File: src/half_duplex_uart_bit_engine_assert.svh
// Assertion helpers for the UART bit engine.
`ifndef HALF_DUPLEX_UART_BIT_ENGINE_ASSERT_SVH
`define HALF_DUPLEX_UART_BIT_ENGINE_ASSERT_SVH

// Same-cycle implication, checked out of reset.
`define HDUB_ASSERT_NOW(label, clk, rst_n, ante, cons, msg) \
    label: assert property (@(posedge clk) disable iff (!rst_n) (ante) |-> (cons)) \
        else $error(msg);

// Next-cycle implication, checked out of reset.
`define HDUB_ASSERT_NEXT(label, clk, rst_n, ante, cons, msg) \
    label: assert property (@(posedge clk) disable iff (!rst_n) (ante) |=> (cons)) \
        else $error(msg);

`endif

File: src/hdub_pkg.sv
package hdub_pkg;

    // Default number of data bits per frame
    localparam int DATA_BITS_DEF = 8;

    // Register reset values
    localparam logic [7:0] BIT_TIME_RESET       = 8'd13;
    localparam logic [7:0] RX_FIRST_DELAY_RESET = 8'd13;

    // Configuration register indexes
    localparam logic CFG_BIT_TIME       = 1'b0;
    localparam logic CFG_RX_FIRST_DELAY = 1'b1;

    // Item commands
    localparam logic CMD_TICK = 1'b0;
    localparam logic CMD_SEND = 1'b1;

    // One input item
    typedef struct packed {
        logic       command;
        logic       rxd_level;
        logic [7:0] tx_byte;
    } item_t;

    // One result item
    typedef struct packed {
        logic       txd_level;
        logic       rx_valid;
        logic [7:0] rx_data;
        logic       tx_busy;
        logic       rx_busy;
        logic       send_accepted;
    } result_t;

endpackage

File: src/hdub_core.sv
module hdub_core
    import hdub_pkg::*;
#(
    parameter int DATA_BITS = DATA_BITS_DEF
)
(
    input  logic       clk,
    input  logic       rst_n,
    input  logic       step,
    input  item_t      item,
    input  logic [7:0] bit_time,
    input  logic [7:0] rx_first_delay,
    output result_t    result
);

    localparam int SW   = DATA_BITS + 2;
    localparam int BLW  = $clog2(DATA_BITS + 3);
    localparam int IDXW = $clog2(DATA_BITS);

    logic [7:0]           tick_down_reg, tick_down_next;
    logic                 timer_on_reg, timer_on_next;
    logic [SW-1:0]        tx_shift_reg, tx_shift_next;
    logic [BLW-1:0]       tx_bits_left_reg, tx_bits_left_next;
    logic                 tx_active_reg, tx_active_next;
    logic                 line_out_reg, line_out_next;
    logic                 rx_active_reg, rx_active_next;
    logic [DATA_BITS-1:0] rx_shift_reg, rx_shift_next;
    logic [IDXW-1:0]      rx_bit_index_reg, rx_bit_index_next;
    logic                 prev_rxd_reg, prev_rxd_next;

    logic                 rx_done;
    logic                 accepted;
    logic [DATA_BITS+7:0] tx_ext;
    logic [DATA_BITS+7:0] rx_ext;

    // Frame data and reported byte, resized to the frame width
    assign tx_ext = {{DATA_BITS{1'b0}}, item.tx_byte};
    assign rx_ext = {8'd0, rx_shift_next};

    // Next state for one item
    always_comb
    begin
        tick_down_next    = tick_down_reg;
        timer_on_next     = timer_on_reg;
        tx_shift_next     = tx_shift_reg;
        tx_bits_left_next = tx_bits_left_reg;
        tx_active_next    = tx_active_reg;
        line_out_next     = line_out_reg;
        rx_active_next    = rx_active_reg;
        rx_shift_next     = rx_shift_reg;
        rx_bit_index_next = rx_bit_index_reg;
        prev_rxd_next     = prev_rxd_reg;
        rx_done           = 1'b0;
        accepted          = 1'b0;

        if (item.command == CMD_SEND)
        begin
            // Load a frame only with both directions idle
            if (!tx_active_reg && !rx_active_reg)
            begin
                tx_shift_next     = {1'b1, tx_ext[DATA_BITS-1:0], 1'b0};
                tx_bits_left_next = BLW'(DATA_BITS + 2);
                tx_active_next    = 1'b1;
                line_out_next     = 1'b1;
                tick_down_next    = bit_time;
                timer_on_next     = 1'b1;
                accepted          = 1'b1;
            end
        end
        else
        begin
            priority if (!rx_active_reg && prev_rxd_reg && !item.rxd_level)
            begin
                // Start edge: reception wins, transmission is abandoned
                rx_active_next    = 1'b1;
                rx_shift_next     = '0;
                rx_bit_index_next = '0;
                tick_down_next    = rx_first_delay;
                timer_on_next     = 1'b1;
                tx_active_next    = 1'b0;
                tx_bits_left_next = '0;
                tx_shift_next     = '0;
                line_out_next     = 1'b1;
            end
            else if (timer_on_reg)
            begin
                if (tick_down_reg > 8'd1)
                begin
                    tick_down_next = tick_down_reg - 8'd1;
                end
                else
                begin
                    // Bit period elapsed
                    tick_down_next = bit_time;
                    if (rx_active_reg)
                    begin
                        rx_shift_next[rx_bit_index_reg] = item.rxd_level;
                        if (rx_bit_index_reg == IDXW'(DATA_BITS - 1))
                        begin
                            rx_active_next    = 1'b0;
                            timer_on_next     = 1'b0;
                            rx_bit_index_next = '0;
                            rx_done           = 1'b1;
                        end
                        else
                        begin
                            rx_bit_index_next = rx_bit_index_reg + IDXW'(1);
                        end
                    end
                    else if (tx_bits_left_reg == '0)
                    begin
                        timer_on_next  = 1'b0;
                        tx_active_next = 1'b0;
                    end
                    else
                    begin
                        line_out_next     = tx_shift_reg[0];
                        tx_shift_next     = {1'b0, tx_shift_reg[SW-1:1]};
                        tx_bits_left_next = tx_bits_left_reg - BLW'(1);
                    end
                end
            end
            prev_rxd_next = item.rxd_level;
        end
    end

    // Result as seen after the item
    always_comb
    begin
        result.txd_level     = line_out_next;
        result.rx_valid      = rx_done;
        result.rx_data       = rx_done ? rx_ext[7:0] : 8'd0;
        result.tx_busy       = tx_active_next;
        result.rx_busy       = rx_active_next;
        result.send_accepted = accepted;
    end

    // State registers, advanced once per item
    always_ff @(posedge clk or negedge rst_n)
    begin
        if (!rst_n)
        begin
            tick_down_reg    <= '0;
            timer_on_reg     <= 1'b0;
            tx_shift_reg     <= '0;
            tx_bits_left_reg <= '0;
            tx_active_reg    <= 1'b0;
            line_out_reg     <= 1'b1;
            rx_active_reg    <= 1'b0;
            rx_shift_reg     <= '0;
            rx_bit_index_reg <= '0;
            prev_rxd_reg     <= 1'b1;
        end
        else if (step)
        begin
            tick_down_reg    <= tick_down_next;
            timer_on_reg     <= timer_on_next;
            tx_shift_reg     <= tx_shift_next;
            tx_bits_left_reg <= tx_bits_left_next;
            tx_active_reg    <= tx_active_next;
            line_out_reg     <= line_out_next;
            rx_active_reg    <= rx_active_next;
            rx_shift_reg     <= rx_shift_next;
            rx_bit_index_reg <= rx_bit_index_next;
            prev_rxd_reg     <= prev_rxd_next;
        end
    end

endmodule

File: src/half_duplex_uart_bit_engine.sv
// Half-duplex 8N1 UART bit engine stepped by timer-tick items. Each input
// transfer is either a timer tick carrying a sample of the receive line, or a
// request to send a byte; each one yields exactly one result transfer with the
// transmit line level, busy flags, send acceptance and, when a byte finishes,
// the received byte. The block takes one item per clock unless the input
// register is stalled: an item sits in the input register, the frame state
// advances as it moves on, and its result is then captured in the result
// register. A stalled result holds in the result register while the input
// register still takes one more item. Registers bit_time and rx_first_delay
// (0 acts like 1) should be written only while the engine is idle.
`include "half_duplex_uart_bit_engine_assert.svh"

module half_duplex_uart_bit_engine
    import hdub_pkg::*;
#(
    parameter int DATA_BITS = DATA_BITS_DEF
)
(
    input  logic       clk,
    input  logic       rst_n,
    // Item channel
    input  logic       in_valid,
    output logic       in_stall,
    input  logic       command,
    input  logic       rxd_level,
    input  logic [7:0] tx_byte,
    // Result channel
    output logic       out_valid,
    input  logic       out_stall,
    output logic       txd_level,
    output logic       rx_valid,
    output logic [7:0] rx_data,
    output logic       tx_busy,
    output logic       rx_busy,
    output logic       send_accepted,
    // Configuration writes
    input  logic       cfg_valid,
    output logic       cfg_ready,
    input  logic       cfg_index,
    input  logic [7:0] cfg_data
);

    logic [7:0] bit_time_reg;
    logic [7:0] rx_first_delay_reg;
    logic       in_valid_reg;
    item_t      item_reg;
    logic       out_valid_reg;
    result_t    result_reg;
    result_t    result_next;
    logic       out_free;
    logic       step;

    // Configuration registers
    assign cfg_ready = 1'b1;

    always_ff @(posedge clk or negedge rst_n)
    begin
        if (!rst_n)
        begin
            bit_time_reg       <= BIT_TIME_RESET;
            rx_first_delay_reg <= RX_FIRST_DELAY_RESET;
        end
        else if (cfg_valid && cfg_ready)
        begin
            unique case (cfg_index)
                CFG_BIT_TIME:       bit_time_reg       <= cfg_data;
                CFG_RX_FIRST_DELAY: rx_first_delay_reg <= cfg_data;
                default:            bit_time_reg       <= bit_time_reg;
            endcase
        end
    end

    // Flow control: the result register frees when empty or being taken
    assign out_free = !out_valid_reg || !out_stall;
    assign step     = in_valid_reg && out_free;
    assign in_stall = in_valid_reg && !out_free;

    // Input register
    always_ff @(posedge clk or negedge rst_n)
    begin
        if (!rst_n)
        begin
            in_valid_reg <= 1'b0;
        end
        else if (!in_stall)
        begin
            in_valid_reg <= in_valid;
        end
    end

    always_ff @(posedge clk)
    begin
        if (in_valid && !in_stall)
        begin
            item_reg.command   <= command;
            item_reg.rxd_level <= rxd_level;
            item_reg.tx_byte   <= tx_byte;
        end
    end

    // Frame state and per-item logic
    hdub_core #(
        .DATA_BITS (DATA_BITS)
    ) u_core (
        .clk            (clk),
        .rst_n          (rst_n),
        .step           (step),
        .item           (item_reg),
        .bit_time       (bit_time_reg),
        .rx_first_delay (rx_first_delay_reg),
        .result         (result_next)
    );

    // Result register
    always_ff @(posedge clk or negedge rst_n)
    begin
        if (!rst_n)
        begin
            out_valid_reg <= 1'b0;
        end
        else if (out_free)
        begin
            out_valid_reg <= step;
        end
    end

    always_ff @(posedge clk)
    begin
        if (step)
        begin
            result_reg <= result_next;
        end
    end

    assign out_valid     = out_valid_reg;
    assign txd_level     = result_reg.txd_level;
    assign rx_valid      = result_reg.rx_valid;
    assign rx_data       = result_reg.rx_data;
    assign tx_busy       = result_reg.tx_busy;
    assign rx_busy       = result_reg.rx_busy;
    assign send_accepted = result_reg.send_accepted;

    // A finished byte ends the reception it belongs to
    `HDUB_ASSERT_NOW(a_rx_done_idle, clk, rst_n, out_valid_reg && result_reg.rx_valid, !result_reg.rx_busy, "byte delivered while reception still busy")
    // An accepted send leaves a transmission running and no reception
    `HDUB_ASSERT_NOW(a_send_state, clk, rst_n, out_valid_reg && result_reg.send_accepted, result_reg.tx_busy && !result_reg.rx_busy, "accepted send without transmit-only state")
    // A stalled result stays in place while the input stage fills
    `HDUB_ASSERT_NEXT(a_result_hold, clk, rst_n, out_valid_reg && out_stall, out_valid_reg && $stable(result_reg), "stalled result changed")

endmodule

File: config.mk
export PLATFORM = sky130hd
export DESIGN_NAME = half_duplex_uart_bit_engine
export DESIGN_NICKNAME = d
export VERILOG_FILES = /design/src/hdub_pkg.sv /design/src/hdub_core.sv /design/src/half_duplex_uart_bit_engine.sv
export VERILOG_INCLUDE_DIRS = /design/src /design/src/src
export SDC_FILE = /design/constraint.sdc
export NUM_CORES = 1
export LEC_CHECK = 0
export BUFFER_PORTS_ARGS = -buffer_cell sky130_fd_sc_hd__buf_4
export CAP_MARGIN = 20
export CORE_MARGIN = 2
export CORE_UTILIZATION = 50
export DETAILED_ROUTE_END_ITERATION = 8
export PLACE_DENSITY = 0.69
export SLEW_MARGIN = 15
export SYNTH_ARGS = -nofsm -noshare
export SYNTH_HDL_FRONTEND = slang
export SYNTH_SLANG_ARGS = --single-unit
File: constraint.sdc
create_clock -name clk -period 3.1 [get_ports clk]
set_input_delay 0.93 -clock clk [delete_from_list [all_inputs] [get_ports clk]]
set_output_delay 0.93 -clock clk [all_outputs]
set_load 0.05 [all_outputs]
==> reports/qor.txt <==
Overflow after GRT: 0
CTS Root Cell: clkbuf_8
first-pass GRT wire length: 13,900 um
antenna cell count: 0
FFs w/ async S/R, synth: 0.709
Starting DRT DRC Count: 259
Worst setup EP type: flip-flop
DR DRC count: 0
Core Area: 0.00765 mm^2
# rows: 32
via count of the first global-routing pass: 2,882
status: finished clean
Max-Cap Viols: 0
CTS Buffer Depth: 2
crit share post-route: 0.858
clock-pin transition on the worst setup and hold timing paths: 0.08 ns
Detailed Route WL: 7900 um
Clock power frac: 0.260
switch share: 0.331
Leakage: 1.86 nW
postcts setup bufs: 0
final weighted congestion in routability-driven placement: 0.892
Max transition margin: 0.522
Hold-fix buffers, CTS: 0
R2R depth: 5
largest net degree at the start of global routing: 57
placed cell count: 481
Post-CTS Resized: 0
FF+latch count, synth: 79
WHS: 0.469 ns
IO Pins: 40
Final min period: 2.66 ns
Final Max Slew Viols: 0
Port Buffer Count: 38
Sw Pwr: 1.05 mW
detailed placer's ending HPWL: 5500 um
Internal Pwr Total: 2.12 mW
number of flops mapped to enable cells by yosys: 23
Comb pwr share: 0.269
Worst EP arrival: 2.89 ns
aggregate global-route resource usage: 0.205
worst slew pin tran: 0.718 ns
Final Util: 0.587
post-DR wirelength/cell: 15.9 um
Hold Vio Cnt, Final: 0
Synth Area per Inst: 11.2 um^2
Die W: 92.5 um
die area: 0.00856 mm^2
chip height: 92.5 um
final std cells w/o fill: 497
Worst-Skew Late Latency: 0.35 ns
clock sink total: 79
sequential area share after synthesis: 0.537
Hold Crit Class: flip-flop to flip-flop
TNS Setup: 0 ns
clk_skew: 0.0110 ns
fmax: 376 MHz
IR drop worst, VDD: 0.381 mV
Mapped Area: 0.00392 mm^2
Tot Pwr: 3.16 mW
Worst Hold Path EP: u_core.prev_rxd_reg
R2R setup slack: 0.44 ns
Synth Flop Type: dfrtp_1
Synth cell types: 57
Cells after Synth: 351
fraction of layout cells with a size suffix above 1: 0.266
nets: 420
CP Max Fanout: 10
power per cell area: 705 mW/mm^2
area delta synth->final: 14.6%
WHS Path Cells: 2
CTS H-tree depth: 3
initial antenna violation count: 0
RSZ-0062 raised after global routing: false
via count: 2,854
Critical Path RT: 3.33 ns
CTS tree: done
sequential power share: 0.471
number of fill cells in the layout: 638
router iterations before antenna repair: 4
Worst R2R End: u_core.tx_shift_reg[5]
HP Start: u_core.prev_rxd_reg
Routed Antenna Nets: 0
Final Setup Violations: 0
Via density: 5.74
Worst setup SP type: flip-flop
synth warn: 0
Post-Synthesis Net Count: 381
r2r startpoint: u_core.tick_down_reg[5]
Initial Utilization: 0.512
CTS buffer count: 9
Crit Path Class: flip-flop to flip-flop
==> how the worst max path moves through the flow <==
| stage | depth (start not counted) | slack (ns) | to | start |
|---|---|---|---|---|
| 2_1_floorplan | 4 | 0.35 | u_core.tx_shift_reg[1] | out_stall |
| 3_3_place_gp | 5 | 0.50 | rx_data[3] | u_core.tick_down_reg[5] |
| 3_5_place_dp | 5 | 0.47 | u_core.tx_shift_reg[5] | u_core.tick_down_reg[5] |
| 4_1_cts | 5 | 0.42 | u_core.tx_shift_reg[5] | u_core.tick_down_reg[5] |
| 5_1_grt | 7 | 0.26 | u_core.tx_shift_reg[7] | u_core.tick_down_reg[1] |
| 6_report | 5 | 0.44 | u_core.tx_shift_reg[5] | u_core.tick_down_reg[5] |
==> cells in the mapped netlist (all sizes together) (2+ instances only) <==
cell    count  area share
dfrtp      48        0.31
mux2       26       0.075
nand2      26       0.025
nor2       26       0.025
a21oi      23       0.031
edfxtp     23        0.18
o21ai      14       0.018
inv        12       0.012
a22o       11       0.025
nand3      10       0.013
buf         9       0.015
a31oi       8       0.013
clkbuf      8      0.0077
dfstp       8       0.054
nor2b       8       0.013
nor3        8       0.010
o211ai      8       0.015
ha          6       0.019
or3         6       0.011
and3        5      0.0080
a221o       4       0.010
and2        4      0.0064
nand2b      4      0.0064
nand4       4      0.0064
nor3b       4      0.0077
o41ai       4      0.0089
a21o        3      0.0058
a221oi      3      0.0067
o22ai       3      0.0048
or4         3      0.0070
a21boi      2      0.0038
mux2i       2      0.0051
nor4        2      0.0070
or3b        2      0.0045
==> through the flow <==
stage,worst slack [ns],cell area (um^2)
floorplan,0.347,3920
global placement,0.500,4280
global route,0.260,4490
CTS,0.425,4490
detailed placement,0.473,4280
finish,0.439,4490
==> logic make-up after synthesis <==
logic type / after synthesis / share of synthesized area
adder cells (fa/ha/maj): 6 / 0.0192
AO/OA/AOI/OAI: 92 / 0.162
XOR/XNOR: 1 / 0.00224
flip-flops: 79 / 0.537
multiplexers: 28 / 0.0799
other: 1 / 0.000958
AND/OR/NAND/NOR: 114 / 0.156
buffers and inverters: 30 / 0.0428
==> placed cells by master, fill, tap and decap left out, types with 5 or more instances in the layout <==
| cell type | n |
|---|---|
| a22o_1 | 11 |
| nor2_1 | 26 |
| and3_1 | 5 |
| clkbuf_8 | 9 |
| a21oi_1 | 21 |
| edfxtp_1 | 23 |
| nor3_1 | 8 |
| o21ai_0 | 14 |
| nand3_1 | 10 |
| o211ai_1 | 8 |
| dfstp_2 | 8 |
| a31oi_1 | 8 |
| inv_1 | 12 |
| nand2_1 | 26 |
| mux2_2 | 26 |
| buf_4 | 46 |
| ha_1 | 6 |
| nor2b_1 | 8 |
| or3_1 | 5 |
| dfrtp_1 | 48 |
==> per-layer routing <==
metal,vias to the layer above,GRT usage,share of wire
met1,1376,0.269,0.46
li1,1385,-,-
met3,10,0.0374,0.046
met2,83,0.332,0.48
met4,0,0.0958,0.013
met5,-,0,0
==> power by group through the flow <==
stage	Combinational, mW	Clock, mW	Sequential [mW]
finish	0.851	0.821	1.49
global route	0.944	0.883	1.52
CTS	0.855	0.837	1.49
detailed placement	0.848	0	1.51
global placement	0.832	0	1.50
floorplan	0.703	0	1.47
==> critical path, stage by stage (launching register included) <==
cell and delay [ns]:
dfrtp_1 0.47, or4_4 0.62, nor4_4 0.29, nand2_1 0.21
a21oi_2 0.54, mux2_2 0.40
==> layout make-up <==
class	instances	area, um^2	area share
sequential	79	2100	0.468
multi-input combinational	242	1660	0.369
timing repair buffer	46	345	0.0770
clock buffer	10	128	0.0284
tap	102	128	0.0284
clock inverter	6	82.6	0.0184
inverter	12	45.0	0.0100
Note: power is estimated with default switching activity, not from simulation.
